[src/bba_pkg.sv]
// Shared constants, codes and types of the bitmap block allocator.
package bba_pkg;

    localparam int MAX_UNITS_DEF     = 65536;
    localparam int MAP_WORD_BITS_DEF = 32;

    localparam int DATA_W    = 32;
    localparam int SHIFT_W   = 5;
    localparam int UNITS_W   = 17;
    localparam int CFG_IDX_W = 2;

    localparam int BYTE_BITS = 8;
    localparam int BYTE_LOG2 = 3;

    localparam logic [DATA_W-1:0]  BASE_RESET  = 32'h0000_0000;
    localparam logic [SHIFT_W-1:0] SHIFT_RESET = 5'd12;
    localparam logic [UNITS_W-1:0] UNITS_RESET = 17'd65536;

    typedef enum logic [0:0] {
        ACT_ALLOC = 1'b0,
        ACT_FREE  = 1'b1
    } action_t;

    typedef enum logic [1:0] {
        STATUS_OK    = 2'd0,
        STATUS_FULL  = 2'd1,
        STATUS_RANGE = 2'd2
    } status_t;

    typedef enum logic [CFG_IDX_W-1:0] {
        CFG_BASE  = 2'd0,
        CFG_SHIFT = 2'd1,
        CFG_UNITS = 2'd2
    } cfg_index_t;

    typedef enum logic [1:0] {
        ALU_SUB     = 2'd0,
        ALU_ADD_SHL = 2'd1,
        ALU_SHR     = 2'd2
    } alu_op_t;

    typedef struct packed {
        alu_op_t              op;
        logic [SHIFT_W-1:0]   shamt;
    } alu_ctrl_t;

endpackage

[src/bba_alu.sv]
// Shared 32-bit unit: subtract with borrow, shift-and-add, right shift.
module bba_alu import bba_pkg::*;
(
    input  alu_ctrl_t          ctrl,
    input  logic [DATA_W-1:0]  a,
    input  logic [DATA_W-1:0]  b,
    output logic [DATA_W-1:0]  result,
    output logic               borrow
);

    always_comb
    begin
        result = '0;
        borrow = 1'b0;
        unique case (ctrl.op)
            ALU_SUB:
            begin
                {borrow, result} = {1'b0, a} - {1'b0, b};
            end
            ALU_ADD_SHL:
            begin
                result = a + (b << ctrl.shamt);
            end
            ALU_SHR:
            begin
                result = a >> ctrl.shamt;
            end
            default:
            begin
                result = '0;
            end
        endcase
    end

endmodule

[config.mk]
export PLATFORM = sky130hd
export DESIGN_NAME = bba_alu
export DESIGN_NICKNAME = d
export VERILOG_FILES = /design/src/bba_pkg.sv /design/src/bba_alu.sv
export SDC_FILE = /design/constraint.sdc
export NUM_CORES = 1
export LEC_CHECK = 0
export BUFFER_PORTS_ARGS = -buffer_cell sky130_fd_sc_hd__buf_2
export CAP_MARGIN = 0
export CORE_ASPECT_RATIO = 1.4
export CORE_MARGIN = 1.5
export CORE_UTILIZATION = 35
export DETAILED_ROUTE_END_ITERATION = 10
export SLEW_MARGIN = 20
export SYNTH_ARGS = -nofsm -noshare
export SYNTH_HDL_FRONTEND = slang
export SYNTH_SLANG_ARGS = --single-unit
[constraint.sdc]
create_clock -name vclk -period 14.5
set_input_delay 2.9 -clock vclk [all_inputs]
set_output_delay 2.9 -clock vclk [all_outputs]
set_load 0.03 [all_outputs]
# Yosys cells after proc, flatten, opt, wreduce, memory -nomap -nowiden
# Index checks and enable logic that the tools add are counted.
totals:
  regBits: 0
  output_inout_bits: 33
  wordCells: 9
classes:
  addsub: 2
  eq_ne: 2
  n_shift: 2
  muxes: 2
  reduce_logical: 1
ops:
  columns: ["op", "count"]
  rows:
  - ["$pmux 32 s3", 1]
  - ["$sub 32x32->33", 1]
  - ["$add 32x32->32", 1]
  - ["$shl 32x5->32", 1]
  - ["$shr 32x5->32", 1]
  - ["$eq 2x1->1 const B", 1]
  - ["$eq 2x2->1 const B", 1]
  - ["$logic_not 2->1", 1]
  - ["$mux 1", 1]

# Depth between registers and ports, before layout
depth:
  ltp_word: 3
  depth_mapped: 23
  ltp_nobuf: 18

# Least setup slack after synthesis
# Ideal clock, no wire load.
synth_path:
  path_kind: "in2out"
  startpoint: "input ctrl[0] (netlist name)"
  endpoint: "output result[27]"
  arrival_ns: 6.862
  required_ns: 11.600
  slack_ns: 4.738
  cell_stages: 20
  path_buffers: 5
  path_cell_list: "buf_2 buf_4 buf_4 buf_2 buf_2 nand2_1 o211a_1 a21oi_1 mux2i_1 o22a_1 nor2_1 ha_1 a211oi_1 o211ai_1 a21oi_1 o221ai_1 a2111o_1 nand2_1 xnor2_1 o21ai_0"
synth_via:
  elab_chain_len: 3
  word_cells_on_any_way: 4
  classes_between: "add/sub (1); shift (2); mux (1)"
synth_rtl:
  columns: ["element", "line", "rtl"]
  rows:
  - ["from (decl)", "bba_alu.sv:4", "input alu_ctrl_t ctrl,"]
  - ["$shl 32x5->32", "bba_alu.sv:22", "result = a + (b << ctrl.shamt);"]
  - ["$add 32x32->32", "bba_alu.sv:22", null]
  - ["$pmux 32 s3 *", "bba_alu.sv:15", "unique case (ctrl.op)"]
  - ["to (decl)", "bba_alu.sv:7", "output logic [DATA_W-1:0] result,"]
# Every way passes the cells marked *; elsewhere a longest branch is shown, timed or not.

# Worst setup path after layout
layout_path:
  startpoint: "input ctrl[0] (netlist name)"
  endpoint: "output result[26]"
# The elaborated chain is that of the path after synthesis.

==> parameters.txt <==
Parameter                              Value

Critical path
  Cells along the critical path    buf_4, buf_4, mux2_2, nor2_1, a21oi_1, mux2_2, o21ai_0, o22ai_1, ha_1, nand2_1, nor3_1, nand4_1, a31oi_1, a41oi_1, xnor2_1, a21oi_1, o21ai_0, buf_2
  Number of buffers and inverters on the critical path    3
  Slowest-stage cell, CP    buf_4
  Delay of the slowest cell on the worst path    630 ps
  Critical Path RT    11,600 ps
  Critical path peak fanout    50
  Kind of critical path    in -> out
  Arrival time at the worst endpoint    7670 ps
  Cell family contributing the most delay on the critical path    compound AO/OA/AOI/OAI gates
  Startpoint Class    primary input
  Endpoint class of the critical path    output pin

Global routing
  GRT Total Usage    26.78%
  Antenna violations before repair    0
  Vias in the first global route    7,314
  Sum of overflow across all layers after global routing    0
  Pin count of the biggest net entering global routing    70
  Global-route wire length before repair    42,140 µm

Floorplan
  Die Wd    119.7 µm
  Area inside the core boundary    18,680 µm²
  Chip Height    166.4 µm
  I/O pins    104
  Effective utilization at floorplan    35.75%
  Floorplan die area    19,930 µm²
  Count of standard-cell rows    59

Yosys
  Number of warnings reported in the yosys synthesis log    0
  Number of nets in the synthesized netlist    1,094
  Number of distinct standard cells referenced by the synthesized netlist    69
  Number of instances in the synthesized netlist    958
  Post-Syn Area per Cell    6.970 µm²
  Synth top area share    11.80%
  Most instantiated cells after synthesis    nand2_1 (103), a21oi_1 (95), nor2_1 (87)
  Share of synthesized area occupied by flip-flops and latches    0%
  Largest cells by area after synthesis    ha_1 (12%), mux2i_1 (9.3%), mux4_2 (8.8%), a21oi_1 (7.1%), nand2_1 (5.8%)
  Synth Cell Area    6678 µm²
  Top-count cell post-synth    nand2_1
  Yosys top cell by area    ha_1

Timing
  Relative slew slack    29.12%
  Setup repair after global routing missed its margin    false
  Number of max-slew violations in the final report    0
  Final setup violation count    0
  Final-report hold violation count    0
  Final period utilization    72.88%
  Worst-Margin Slew    1061 ps
  Fmax    0.09463 GHz
  Setup tns final    0 ps
  Clock period minus worst slack    10,570 ps

Clock tree
  Resized cells post-CTS    0
  Number of setup buffers added after CTS    0
  Post-CTS Hold Buffers    0

Route
  Detailed-route wire length    27,780 µm
  Router iterations before antenna repair    6
  Final routed DRC violation total    0
  Iter 0 DRT Violations    695
  Via count    7,659
  Count of nets left with antenna violations after detail routing    0
  Post-detailed-route wirelength per cell    22.17 µm
  Number of vias per cell after detailed routing    6.113

Cells and area
  Fraction of layout cells with a size suffix above 1    17.94%
  Layout Area Growth over Synthesis    9.387%
  Area taken by flip-flops and latches    0 µm²
  Seq Cell Count    0
  Count of filler cells inserted in the layout    2,065
  NumNets Final    1,147
  Count of clock buffers in the final design    0
  Ant. Diodes    0

Pwr
  Power density relative to cell area    55.02 nW/µm²
  Highest ir drop seen on vdd    0.02429 mV
  Post-layout total power    0.4019 mW
  Static leakage power    3.332 nW

Run status
  Result of the run    finished, final reports clean

Place
  Final HPWL DP    23,230 µm
  Gpl congestion    0.9747
  Number of buffers inserted by port buffering    104

Job
  Max-capacitance violation count    0

Hold path
  Type of the tightest min-delay check    in -> out
-- worst paths after layout --
path / end / cells past startpoint / startpoint
setup / recovery: result[26] / 18 / ctrl[0]
hold / removal: borrow / 6 / b[31]
-- kinds of logic after synthesis --
group           share of synthesized area [%]
buf+inv                                 6.445
compound gates                          33.33
mux                                     21.77
fa+ha+maj                               12.40
xor+xnor                                7.345
simple gates                            18.70
-- report_power, final --
group	switching (mW)	total [mW]	internal (mW)	leakage [nW]
combinational	0.250	0.402	0.152	3.33
sequential	0	0	0	0
clock	0	0	0	0
total	0.250	0.402	0.152	3.33
-- layer usage --
metal	GRT usage, %	vias up	routed length (µm)
met2	46.53	294	13490
met5	0	-	0
met1	31.27	3608	10670
met3	1.815	68	1327
met4	18.01	0	2303
li1	-	3689	-
-- cell usage in the layout, fill, tap and decap left out, types with 26 or more instances in the layout --
master and instances:
nand2_1 103, buf_2 103, a21oi_1 95, nor2_1 87
o21ai_0 73, ha_1 63, mux2i_1 62, inv_1 46
xnor2_1 40, mux4_2 26, a21o_1 26
-- cell type report --
cell class	count	area, µm²	share of cell area, %
well taps	244	305.3	4.180
multi-input cells	850	6247	85.53
inverters	49	183.9	2.518
repair buffers	110	568.0	7.777
-- metrics by stage --
| step | utilization (%) | std cells | area [µm²] | hold WS [ps] | setup WS, ps |
|---|---|---|---|---|---|
| floorplan | - | 958 | 6678 | 6126 | 4738 |
| global placement | 39.11 | 1253 | 7305 | 6384 | 4013 |
| detailed placement | 39.11 | 1253 | 7305 | 6383 | 4019 |
| CTS | 39.11 | 1253 | 7305 | 6385 | 4006 |
| global route | 39.11 | 1253 | 7305 | 6417 | 3584 |
| finish | 39.11 | 1253 | 7305 | 6382 | 3933 |
No activity file was read; power rests on OpenSTA's default activity.
